**src/hw/rtl/assert_macros.svh**
```systemverilog
// Assertion helper macros shared by the RTL
`ifndef ASSERT_MACROS_SVH
`define ASSERT_MACROS_SVH

// Implication checked on every clock edge outside reset
`define ASSERT_IMPL(label, clk, rstn, ante, cons, msg) \
    label: assert property (@(posedge clk) disable iff (!rstn) (ante) |-> (cons)) \
        else $error(msg);

// Next-cycle implication outside reset
`define ASSERT_NEXT(label, clk, rstn, ante, cons, msg) \
    label: assert property (@(posedge clk) disable iff (!rstn) (ante) |=> (cons)) \
        else $error(msg);

`endif

```
**src/hw/rtl/mrpt_pkg.sv**
```systemverilog
// ----------------------------------------------------------------------------
// mrpt_pkg
// Shared types and constants for the 64-bit Miller-Rabin prime test unit.
// ----------------------------------------------------------------------------
package mrpt_pkg;

    localparam int unsigned W = 64;
    localparam int unsigned BW = 7;   // bit counter width (0..64)
    localparam int unsigned NBASE = 12;
    localparam int unsigned KW = 4;

    // Small primes, also used as the witness bases
    function automatic logic [5:0] prime_at(input logic [KW-1:0] k);
        logic [5:0] p;
        case (k)
            4'd0: p = 6'd2;
            4'd1: p = 6'd3;
            4'd2: p = 6'd5;
            4'd3: p = 6'd7;
            4'd4: p = 6'd11;
            4'd5: p = 6'd13;
            4'd6: p = 6'd17;
            4'd7: p = 6'd19;
            4'd8: p = 6'd23;
            4'd9: p = 6'd29;
            4'd10: p = 6'd31;
            default: p = 6'd37;
        endcase
        return p;
    endfunction

    // Modular multiplier command
    typedef struct packed {
        logic          start;
        logic [W-1:0]  x;
        logic [W-1:0]  y;
        logic [W-1:0]  m;
    } mm_cmd_t;

    typedef struct packed {
        logic          done;
        logic [W-1:0]  r;
    } mm_rsp_t;

    typedef enum logic [3:0] {
        ST_IDLE,
        ST_TRIAL,
        ST_SPLIT,
        ST_BASE,
        ST_POW_MUL,
        ST_POW_SQR,
        ST_CHECK,
        ST_SQ_LOOP,
        ST_DONE
    } mr_state_t;

endpackage

```
**src/hw/rtl/miller_rabin_prime_test_64_unit.sv**
```systemverilog
// A strong prime needs at most about 125 multiplies for each of the 12 bases,
// after the trial divisions.
// Throughput: one candidate at a time; the next beat is taken only after the
// result beat is accepted. The bit-serial multiplier sets the rate.
// Reset: synchronous active-low aresetn returns the controller to idle and
// drops m_valid; no clearing pass.
// ----------------------------------------------------------------------------
// miller_rabin_prime_test_64_unit
// Deterministic 64-bit primality test: trial division then strong tests.
// ----------------------------------------------------------------------------
module miller_rabin_prime_test_64_unit
    import mrpt_pkg::*;
(
    input  logic         aclk,
    input  logic         aresetn,
    input  logic         s_valid,
    output logic         s_ready,
    input  logic [W-1:0] s_candidate,
    output logic         m_valid,
    input  logic         m_ready,
    output logic         m_is_prime
);
    `include "assert_macros.svh"

    mr_state_t     state_reg, state_next;
    logic [W-1:0]  n_reg, n_next;
    logic [W-1:0]  d_reg, d_next;
    logic [W-1:0]  e_reg, e_next;
    logic [W-1:0]  b_reg, b_next;
    logic [W-1:0]  x_reg, x_next;
    logic [BW-1:0] s_reg, s_next;
    logic [BW-1:0] i_reg, i_next;
    logic [KW-1:0] k_reg, k_next;
    logic          go_reg, go_next;
    logic          res_reg, res_next;
    logic          mval_reg, mval_next;

    mm_cmd_t       mm_cmd;
    mm_rsp_t       mm_rsp;
    logic          rd_start, rd_done;
    logic [5:0]    rd_rem;
    logic [5:0]    prime_k;
    logic [W-1:0]  nm1;

    assign prime_k = prime_at(k_reg);
    assign nm1     = n_reg - 1'b1;

    mrpt_mod_reduce u_red (
        .aclk      (aclk),
        .aresetn   (aresetn),
        .start     (rd_start),
        .value     (n_reg),
        .divisor   (prime_k),
        .done      (rd_done),
        .remainder (rd_rem)
    );

    mrpt_mod_mul u_mul (
        .aclk    (aclk),
        .aresetn (aresetn),
        .cmd     (mm_cmd),
        .rsp     (mm_rsp)
    );

    // Controller state register
    always_ff @(posedge aclk) begin
        if (!aresetn) begin
            state_reg <= ST_IDLE;
            go_reg    <= 1'b0;
            mval_reg  <= 1'b0;
        end else begin
            state_reg <= state_next;
            go_reg    <= go_next;
            mval_reg  <= mval_next;
        end
        n_reg   <= n_next;
        d_reg   <= d_next;
        e_reg   <= e_next;
        b_reg   <= b_next;
        x_reg   <= x_next;
        s_reg   <= s_next;
        i_reg   <= i_next;
        k_reg   <= k_next;
        res_reg <= res_next;
    end

    // Next state and datapath control; go_reg issues a unit start
    always_comb begin
        state_next = state_reg;
        n_next = n_reg; d_next = d_reg; e_next = e_reg; b_next = b_reg;
        x_next = x_reg; s_next = s_reg; i_next = i_reg; k_next = k_reg;
        res_next = res_reg; mval_next = mval_reg; go_next = 1'b0;
        rd_start = 1'b0;
        mm_cmd   = '{start: 1'b0, x: x_reg, y: x_reg, m: n_reg};
        s_ready  = (state_reg == ST_IDLE) && !mval_reg;
        if (mval_reg && m_ready) mval_next = 1'b0;
        case (state_reg)
            ST_IDLE: begin
                if (s_valid && s_ready) begin
                    n_next = s_candidate;
                    k_next = '0;
                    if (s_candidate < W'(2)) begin
                        res_next   = 1'b0;
                        state_next = ST_DONE;
                    end else begin
                        go_next    = 1'b1;
                        state_next = ST_TRIAL;
                    end
                end
            end
            ST_TRIAL: begin
                rd_start = go_reg;
                if (rd_done) begin
                    if (rd_rem == '0) begin
                        res_next   = (n_reg == W'(prime_k));
                        state_next = ST_DONE;
                    end else if (k_reg == KW'(NBASE - 1)) begin
                        d_next     = nm1;
                        s_next     = '0;
                        state_next = ST_SPLIT;
                    end else begin
                        k_next  = k_reg + 1'b1;
                        go_next = 1'b1;
                    end
                end
            end
            ST_SPLIT: begin
                if (d_reg[0]) begin
                    k_next     = '0;
                    state_next = ST_BASE;
                end else begin
                    d_next = {1'b0, d_reg[W-1:1]};
                    s_next = s_reg + 1'b1;
                end
            end
            ST_BASE: begin
                // n > 37 so each base is already reduced
                x_next = W'(1);
                b_next = W'(prime_k);
                e_next = d_reg;
                if (d_reg[0]) begin
                    go_next    = 1'b1;
                    state_next = ST_POW_MUL;
                end
            end
            ST_POW_MUL: begin
                mm_cmd = '{start: go_reg, x: b_reg, y: x_reg, m: n_reg};
                if (mm_rsp.done) begin
                    x_next     = mm_rsp.r;
                    e_next     = {1'b0, e_reg[W-1:1]};
                    go_next    = 1'b1;
                    state_next = ST_POW_SQR;
                end
            end
            ST_POW_SQR: begin
                if (e_reg == '0) begin
                    i_next     = BW'(1);
                    state_next = ST_CHECK;
                end else begin
                    mm_cmd = '{start: go_reg, x: b_reg, y: b_reg, m: n_reg};
                    if (mm_rsp.done) begin
                        b_next  = mm_rsp.r;
                        go_next = 1'b1;
                        if (e_reg[0]) state_next = ST_POW_MUL;
                        else e_next = {1'b0, e_reg[W-1:1]};
                    end
                end
            end
            ST_CHECK: begin
                if (x_reg == W'(1) || x_reg == nm1) begin
                    if (k_reg == KW'(NBASE - 1)) begin
                        res_next   = 1'b1;
                        state_next = ST_DONE;
                    end else begin
                        k_next     = k_reg + 1'b1;
                        state_next = ST_BASE;
                    end
                end else if (i_reg >= s_reg) begin
                    res_next   = 1'b0;
                    state_next = ST_DONE;
                end else begin
                    go_next    = 1'b1;
                    state_next = ST_SQ_LOOP;
                end
            end
            ST_SQ_LOOP: begin
                mm_cmd = '{start: go_reg, x: x_reg, y: x_reg, m: n_reg};
                if (mm_rsp.done) begin
                    x_next = mm_rsp.r;
                    i_next = i_reg + 1'b1;
                    // only x == n-1 ends the loop as a pass; x == 1 keeps squaring and fails at the end
                    if (mm_rsp.r == nm1) begin
                        if (k_reg == KW'(NBASE - 1)) begin
                            res_next   = 1'b1;
                            state_next = ST_DONE;
                        end else begin
                            k_next     = k_reg + 1'b1;
                            state_next = ST_BASE;
                        end
                    end else if (i_reg + 1'b1 >= s_reg) begin
                        res_next   = 1'b0;
                        state_next = ST_DONE;
                    end else begin
                        go_next = 1'b1;
                    end
                end
            end
            ST_DONE: begin
                if (!mval_reg) begin
                    mval_next  = 1'b1;
                    state_next = ST_IDLE;
                end
            end
            default: state_next = ST_IDLE;
        endcase
    end

    assign m_valid    = mval_reg;
    assign m_is_prime = res_reg;

    `ASSERT_NEXT(a_hold_valid, aclk, aresetn, m_valid && !m_ready, m_valid && $stable(m_is_prime), "result dropped")
    `ASSERT_IMPL(a_busy_noaccept, aclk, aresetn, state_reg != ST_IDLE, !s_ready, "accept while busy")
    `ASSERT_IMPL(a_k_range, aclk, aresetn, state_reg != ST_IDLE, k_reg < KW'(NBASE), "base index out of range")
endmodule

```
**src/hw/rtl/mrpt_mod_reduce.sv**
```systemverilog
// ----------------------------------------------------------------------------
// mrpt_mod_reduce
// Bit-serial remainder of a 64-bit value by a small divisor input.
// ----------------------------------------------------------------------------
module mrpt_mod_reduce
    import mrpt_pkg::*;
(
    input  logic         aclk,
    input  logic         aresetn,
    input  logic         start,
    input  logic [W-1:0] value,
    input  logic [5:0]   divisor,
    output logic         done,
    output logic [5:0]   remainder
);
    `include "assert_macros.svh"

    logic [W-1:0] val_reg, val_next;
    logic [5:0]   rem_reg, rem_next;
    logic [BW-1:0] cnt_reg, cnt_next;
    logic         busy_reg, busy_next;
    logic [6:0]   shifted;

    // One dividend bit per cycle, restoring remainder
    always_comb begin
        shifted   = {rem_reg, val_reg[W-1]};
        val_next  = val_reg;
        rem_next  = rem_reg;
        cnt_next  = cnt_reg;
        busy_next = busy_reg;
        if (start) begin
            val_next  = value;
            rem_next  = '0;
            cnt_next  = BW'(W);
            busy_next = 1'b1;
        end else if (busy_reg) begin
            val_next = {val_reg[W-2:0], 1'b0};
            rem_next = (shifted >= {1'b0, divisor}) ?
                       6'(shifted - {1'b0, divisor}) : shifted[5:0];
            cnt_next = cnt_reg - 1'b1;
            if (cnt_reg == BW'(1)) busy_next = 1'b0;
        end
    end

    always_ff @(posedge aclk) begin
        if (!aresetn) begin
            busy_reg <= 1'b0;
            cnt_reg  <= '0;
        end else begin
            busy_reg <= busy_next;
            cnt_reg  <= cnt_next;
        end
        val_reg <= val_next;
        rem_reg <= rem_next;
    end

    assign done      = busy_reg && (cnt_reg == BW'(1));
    assign remainder = rem_next;

    `ASSERT_IMPL(a_rem_lt_div, aclk, aresetn, busy_reg, rem_reg < divisor, "remainder >= divisor")
    `ASSERT_NEXT(a_done_idle, aclk, aresetn, done && !start, !busy_reg, "busy after done")
    `ASSERT_IMPL(a_cnt_busy, aclk, aresetn, busy_reg, cnt_reg != '0, "busy with zero count")
endmodule

```
**src/hw/rtl/mrpt_mod_mul.sv**
```systemverilog
// ----------------------------------------------------------------------------
// mrpt_mod_mul
// Bit-serial modular multiplier: double-and-add over the multiplier bits.
// ----------------------------------------------------------------------------
module mrpt_mod_mul
    import mrpt_pkg::*;
(
    input  logic    aclk,
    input  logic    aresetn,
    input  mm_cmd_t cmd,
    output mm_rsp_t rsp
);
    `include "assert_macros.svh"

    logic [W-1:0]  acc_reg, acc_next;
    logic [W-1:0]  x_reg, x_next;
    logic [W-1:0]  y_reg, y_next;
    logic [W-1:0]  m_reg, m_next;
    logic [BW-1:0] cnt_reg, cnt_next;
    logic          busy_reg, busy_next;
    logic [W:0]    dbl, dbl_red, sum;
    logic [W-1:0]  acc_a;

    // x < m is guaranteed by the caller; each step: acc=2acc (+x) mod m
    always_comb begin
        dbl     = {acc_reg, 1'b0};
        dbl_red = (dbl >= {1'b0, m_reg}) ? dbl - {1'b0, m_reg} : dbl;
        acc_a   = dbl_red[W-1:0];
        sum     = {1'b0, acc_a} + {1'b0, x_reg};
        acc_next  = acc_reg;
        x_next    = x_reg;
        y_next    = y_reg;
        m_next    = m_reg;
        cnt_next  = cnt_reg;
        busy_next = busy_reg;
        if (cmd.start) begin
            acc_next  = '0;
            x_next    = cmd.x;
            y_next    = cmd.y;
            m_next    = cmd.m;
            cnt_next  = BW'(W);
            busy_next = 1'b1;
        end else if (busy_reg) begin
            if (y_reg[W-1])
                acc_next = (sum >= {1'b0, m_reg}) ? W'(sum - {1'b0, m_reg}) : sum[W-1:0];
            else
                acc_next = acc_a;
            y_next   = {y_reg[W-2:0], 1'b0};
            cnt_next = cnt_reg - 1'b1;
            if (cnt_reg == BW'(1)) busy_next = 1'b0;
        end
    end

    always_ff @(posedge aclk) begin
        if (!aresetn) begin
            busy_reg <= 1'b0;
            cnt_reg  <= '0;
        end else begin
            busy_reg <= busy_next;
            cnt_reg  <= cnt_next;
        end
        acc_reg <= acc_next;
        x_reg   <= x_next;
        y_reg   <= y_next;
        m_reg   <= m_next;
    end

    assign rsp.done = busy_reg && (cnt_reg == BW'(1));
    assign rsp.r    = acc_next;

    `ASSERT_IMPL(a_acc_lt_m, aclk, aresetn, busy_reg, acc_reg < m_reg, "accumulator not reduced")
    `ASSERT_NEXT(a_done_idle, aclk, aresetn, rsp.done && !cmd.start, !busy_reg, "busy after done")
    `ASSERT_IMPL(a_no_restart, aclk, aresetn, busy_reg && !rsp.done, !cmd.start, "start while busy")
endmodule

```
**config.mk**
```make
export PLATFORM = sky130hd
export DESIGN_NAME = miller_rabin_prime_test_64_unit
export DESIGN_NICKNAME = d
export VERILOG_FILES = /design/src/hw/rtl/mrpt_pkg.sv /design/src/hw/rtl/miller_rabin_prime_test_64_unit.sv /design/src/hw/rtl/mrpt_mod_reduce.sv /design/src/hw/rtl/mrpt_mod_mul.sv
export VERILOG_INCLUDE_DIRS = /design/src /design/src/hw/rtl
export SDC_FILE = /design/constraint.sdc
export NUM_CORES = 2
export LEC_CHECK = 0
export BUFFER_PORTS_ARGS = -buffer_cell sky130_fd_sc_hd__buf_2
export CAP_MARGIN = 10
export CORE_AREA = 2 2 325 327
export DETAILED_ROUTE_END_ITERATION = 7
export DIE_AREA = 0 0 327 329
export GPL_ROUTABILITY_DRIVEN = 0
export PLACE_DENSITY_LB_ADDON = 0.05
export SLEW_MARGIN = 20
export SYNTH_ARGS = -nofsm -noshare
export SYNTH_HDL_FRONTEND = slang
export SYNTH_HIERARCHICAL = 1
export SYNTH_SLANG_ARGS = --single-unit
```
**constraint.sdc**
```tcl
create_clock -name aclk -period 17.7 [get_ports aclk]
set_input_delay 5.31 -clock aclk [delete_from_list [all_inputs] [get_ports aclk]]
set_output_delay 5.31 -clock aclk [all_outputs]
set_load 0.1 [all_outputs]
```
# [After elaboration in Yosys (flattened, before gate mapping)]
# Memory sizes are Yosys's and may differ from the RTL's. A register that Yosys moved wholly into a read port is not among the register bits.
# Cells that the tools add are included.
[totals] reg_bits=687 latch_bits=0 mem_bits_rw=0 mem_bits_ro=96 inputBits=68 wordCells=220 memories=1
[memory_table] name="(no name shown)" depth=16 width=6 rd=1 rd_clocked_by_memory_dff=1 wr=0 line="mrpt_pkg.sv:15" source="case (k)"
[classes] add_sub_neg=10 multipliers=0 div=0 n_lt_le_gt_ge=6 n_eq_ne=39 shift=0 mux=104 bitwise_logic=1 reduce_logical=33
[ops] cell="2-to-1 mux 64 bit" n=19
[ops] cell="one-hot mux 193 bit (3 select lines)" n=1
[ops] cell="one-hot mux 64 bit (2 select lines)" n=3
[ops] cell="2-to-1 mux 193 bit" n=1
[ops] cell="one-hot mux 64 bit (3 select lines)" n=1
[ops] cell=">= comparator 65 x 64 -> 1 bit" n=2
[ops] cell="equality test 64 bit" n=2
[ops] cell="subtractor 64 bit" n=2
[ops] cell="2-to-1 mux 4 bit" n=27
[ops] cell="2-to-1 mux 7 bit" n=10
[ops] cell="adder 64 x 64 -> 65 bit" n=1
[ops] cell="equality test 64 x 1 -> 1 bit, second input constant" n=1
[ops] cell="equality test 64 x 6 -> 1 bit" n=1
[ops] cell="logical NOT 64 bit" n=1
[ops] cell="< comparator 64 x 2 -> 1 bit, second input constant" n=1
[ops] cell="subtractor 64 x 1 -> 64 bit, second input constant" n=1
[ops] cell="one-hot mux 4 bit (9 select lines)" n=1
[ops] cell="2-to-1 mux 1 bit" n=33
[ops] cell="!= test 2 bit, second input constant" n=16
[ops] cell="one-hot mux 7 bit (2 select lines)" n=2
[ops] cell="one-hot mux 4 bit (5 select lines)" n=1
[ops] cell="2-to-1 mux 6 bit" n=3
[ops] cell="equality test 4 x 3 -> 1 bit, second input constant" n=4
[ops] cell="AND reduction 8 bit" n=2
[ops] cell="other kinds (30)" n=57

# [Logic depth before layout (Yosys ltp)]
[logic_depth] depth_word=13 depth_mapped=58 mapped_depth_nobuf=53

# [Cells and area by module]
# Netlist, hierarchy kept.
[by_module_without_submodules] mod="mrpt_mod_mul" instances=1 cells_each=2624 area_per_inst_um2=22439.0 seq_area_each_um2=7206.9
[by_module_without_submodules] mod="miller_rabin_prime_test_64_unit" instances=1 cells_each=1817 area_per_inst_um2=20475.9 seq_area_each_um2=10420.0
[by_module_without_submodules] mod="mrpt_mod_reduce" instances=1 cells_each=245 area_per_inst_um2=3622.2 seq_area_each_um2=2202.1

# [Worst setup path before layout]
# OpenSTA, ideal clock, no wires.
[synth_path] path_kind="register to register" start="register u_mul.m_reg[1]" end="register, netlist name prime_k[1]" setup_ns=0.124 t_arrival_ns=10.621 required_ns=17.576 path_slack_ns=6.955 stages_incl_launch_ff=55 period_less_slack_ns=10.745 path_cell_list="edfxtp_1 -> inv_1 -> ha_1 -> ha_1 -> nand3_1 -> or4_1 -> or4_1 -> nor4_2 -> nor4_1 -> nand3_1 -> o2bb2ai_2 -> buf_2 -> buf_2 -> nor2_2 -> ha_1 -> inv_1 -> fa_1 -> nand2b_1 -> (+19 left out) -> o21ai_0 -> o21ai_0 -> nand2b_1 -> a21oi_1 -> nor4_1 -> a31o_2 -> nand2_1 -> a221oi_1 -> nand4_1 -> nor4_1 -> nand4_1 -> mux2i_1 -> o21ai_2 -> mux2_2 -> ha_1 -> inv_1 -> mux2i_1 -> o2bb2ai_1"
[synth_lines] element="start: declaration" line="mrpt_mod_mul.sv:18" source="logic [W-1:0] m_reg, m_next;"
[synth_lines] element="start signal: assignment" line="mrpt_mod_mul.sv:65" source="m_reg <= m_next;"

==> impl_metrics.toml <==
[final_layout]
fin_area_mm2 = 0.0507
fin_nets = 4929
area.growth.synth_to_final_pct = 8.97
drive_gt1_share_pct = 12.7
final_cell_mix = "595 x edfxtp_1, 348 x nand2_1, 303 x a21oi_1"
final_common_cell = "edfxtp_1"
fin_util_pct = 48.6

[timing]
finalCriticalPeriod_ns = 15.01
slew_headroom_pct = 19.7
min_period_over_period_pct = 84.8
finalSetupTns_ns = 0
slew_violations = 0
worst_pin_slew_ns = 1.20
finalWorstSetupSlack_ns = 2.69
setup_viol = 0
fmax_ghz = 0.0666
hold_violations = 0
rsz0062_at_grt = "false"
skew_ns = 0.0319

[setup_path]
startpoint_type = "flip-flop"
cp_max_fo = 80
cp_slowest_cell = "o21ai_0"
crit_path_max_incr_delay_ns = 0.89
critPathRequiredTime_ns = 18.20
critPathKind = "flip-flop to flip-flop"
arrival_ns = 15.50
end_kind = "flip-flop"

[power]
p_total_mw = 10.2
power_density_mw_per_mm2 = 201
clock_power_share_pct = 15.9
p_leak_nw = 18.2
combPwrFrac_pct = 60.3
power.internal_mw = 5.20
p_sw_share_pct = 49.0
ir_drop_v = 0.000234
p_sw_mw = 4.99
seqPwrFrac_pct = 23.8

[synthesis]
yosysSeqAreaShare_pct = 42.6
synth_flop_cell = "edfxtp_1"
synth_area_mm2 = 0.0465
synth_cells = 4686
synth_top_area_share_pct = 38.4
yosysWarnings = 6
ys_top_cells_by_area = "edfxtp_1 38%, mux2_2 6.7%, ha_1 6.0%"
synth_edf_count = 595
post-synth-top-area-cell = "edfxtp_1"
ys_seq_elements = 693
postSynthNetCount = 4982
synth_cell_type_count = 98
syn_avg_cell_area_um2 = 9.93
postSynth.asyncResetShare_pct = 0

[routing]
final_antenna_net_count = 0
vias_per_cell = 6.43
first_pass_iters = 7
top_layer = "met5"
wl_met2_um = 71800
wl_per_cell_um = 28.7
post-route-drc-count = 0
routed-via-count = 39200
drtIter0Drc = 4850
route.met3.wl_um = 17700
met1_length_um = 77700
drt_wl_total_um = 175000

[clock_tree]
cts_made_buffers = 76
cts_setup_buffers = 0
worst_skew_pair.late_latency_ns = 0.64
clockRootBuffer = "clkbuf_16"
cts_hold_buf = 0
cts_tree = "yes"
cts.path.max_buffers = 3
path_clk_slew_ns = 0.06
clkSinkCount = 693
cts_max_level = 3
cts_resized = 0

[die]
num_rows = 119
fp.dieW_um = 327
coreArea_mm2 = 0.104
die_h_um = 329
ios = 71
die-area_mm2 = 0.108
start_util_pct = 44.6

[global_route]
overflow = 0
first_global_vias = 36400
grt_usage_pct = 31.8
grt_pass1_wl_um = 252000
grt_start_max_net_pins = 111
antenna_found_initial = 10

[placement]
dpl_cell_area_mm2 = 0.0482
dpl.hpwl_um = 134000
pre_cts_ws_ns = 2.34
port_buffers = 70

[status]
status = "completed"

[run]
max_cap_violations = 0

[min_path]
hold_class = "flip-flop to flip-flop"
## cells in the mapped netlist, types with 12 or more instances
library cell and n:
a21oi_1 305, dfxtp_1 98, nor3_1 74, xor2_1 151, nor4_1 116, a311oi_1 13
nand2_1 349, a211oi_1 43, and2_1 89, o211ai_1 56, and3_1 100, nor3b_1 18
o21bai_1 37, o21ai_0 280, clkbuf_1 219, inv_1 170, edfxtp_1 595, nand4_1 99
xnor2_1 205, a21o_1 81, and4_1 14, or4_1 16, mux2_2 276, or2_2 15
o221ai_1 12, o22ai_1 12, ha_1 224, nor2b_1 32, nand3b_1 74, or3_1 26
buf_2 28, nand3_1 90, nand2b_1 47, o31ai_1 15, o21ai_1 22, mux2i_1 30
nor2_1 279, a22o_1 80, o21a_1 39, a31oi_1 41
## layout make-up
cell class | count | area, um^2
Fill cell | 9729 | 53700
Multi-Input combinational cell | 3560 | 25100
Sequential cell | 693 | 19800
Clock buffer | 100 | 2100
Tap cell | 1391 | 1740
Timing Repair Buffer | 131 | 821
Inverter | 171 | 642
Clock inverter | 38 | 412
Antenna cell | 8 | 20.0
## critical path, delay by kind of cell, from the launching register on
family,cells,cell delay [ns]
simple gates,16,5.71
compound gates,15,4.52
fa+ha+maj,4,1.43
mux,4,1.18
buf+inv,4,0.99
xor+xnor,2,0.51
flops,1,0.36
## layer usage
metal  global-route usage (%)  vias to the layer above
met1                     47.1                    19100
met3                     5.55                      358
met4                     12.9                        4
li1                         -                    17600
met2                     45.6                     2151
met5                        0                        -
## power by group through the flow
stage	clock network (mW)	registers, mW	logic, mW
finish	1.62	2.42	6.14
global route	1.71	2.44	6.62
floorplan	0	2.27	4.28
CTS	1.66	2.41	5.98
global placement	0	2.44	5.98
detailed placement	0	2.44	5.92
## stage by stage
step           hold slack (ns)  std cells
2_1_floorplan            0.438       4686
3_3_place_gp             0.487       5946
3_5_place_dp             0.492       5946
4_1_cts                  0.500       6084
5_1_grt                  0.518       6084
6_report                 0.501       6092
## worst paths after layout
kind | startpoint | depth (start not counted) | slack, ns | endpoint
setup reg to reg | u_mul/m_reg[50] | 45 | 2.69 | prime_k[1]
setup / recovery | u_mul/m_reg[50] | 45 | 2.69 | prime_k[1]
hold reg to reg | u_red/cnt_reg[1] | 2 | 0.50 | u_red/cnt_reg[1]
hold / removal | u_red/cnt_reg[1] | 2 | 0.50 | u_red/cnt_reg[1]
## cells by family after synthesis
group                      count (synthesis)  share of synthesized area (%)
adders and majority gates                228                           6.19
xor gates and xnor gates                 356                           6.70
DFF                                      693                           42.6
buffers and inverters                    433                           3.66
AOI/OAI and AO/OA                       1197                           16.9
muxes                                    307                           7.35
and+or+nand+nor                         1472                           16.6
(Power assumes the default switching activity.)
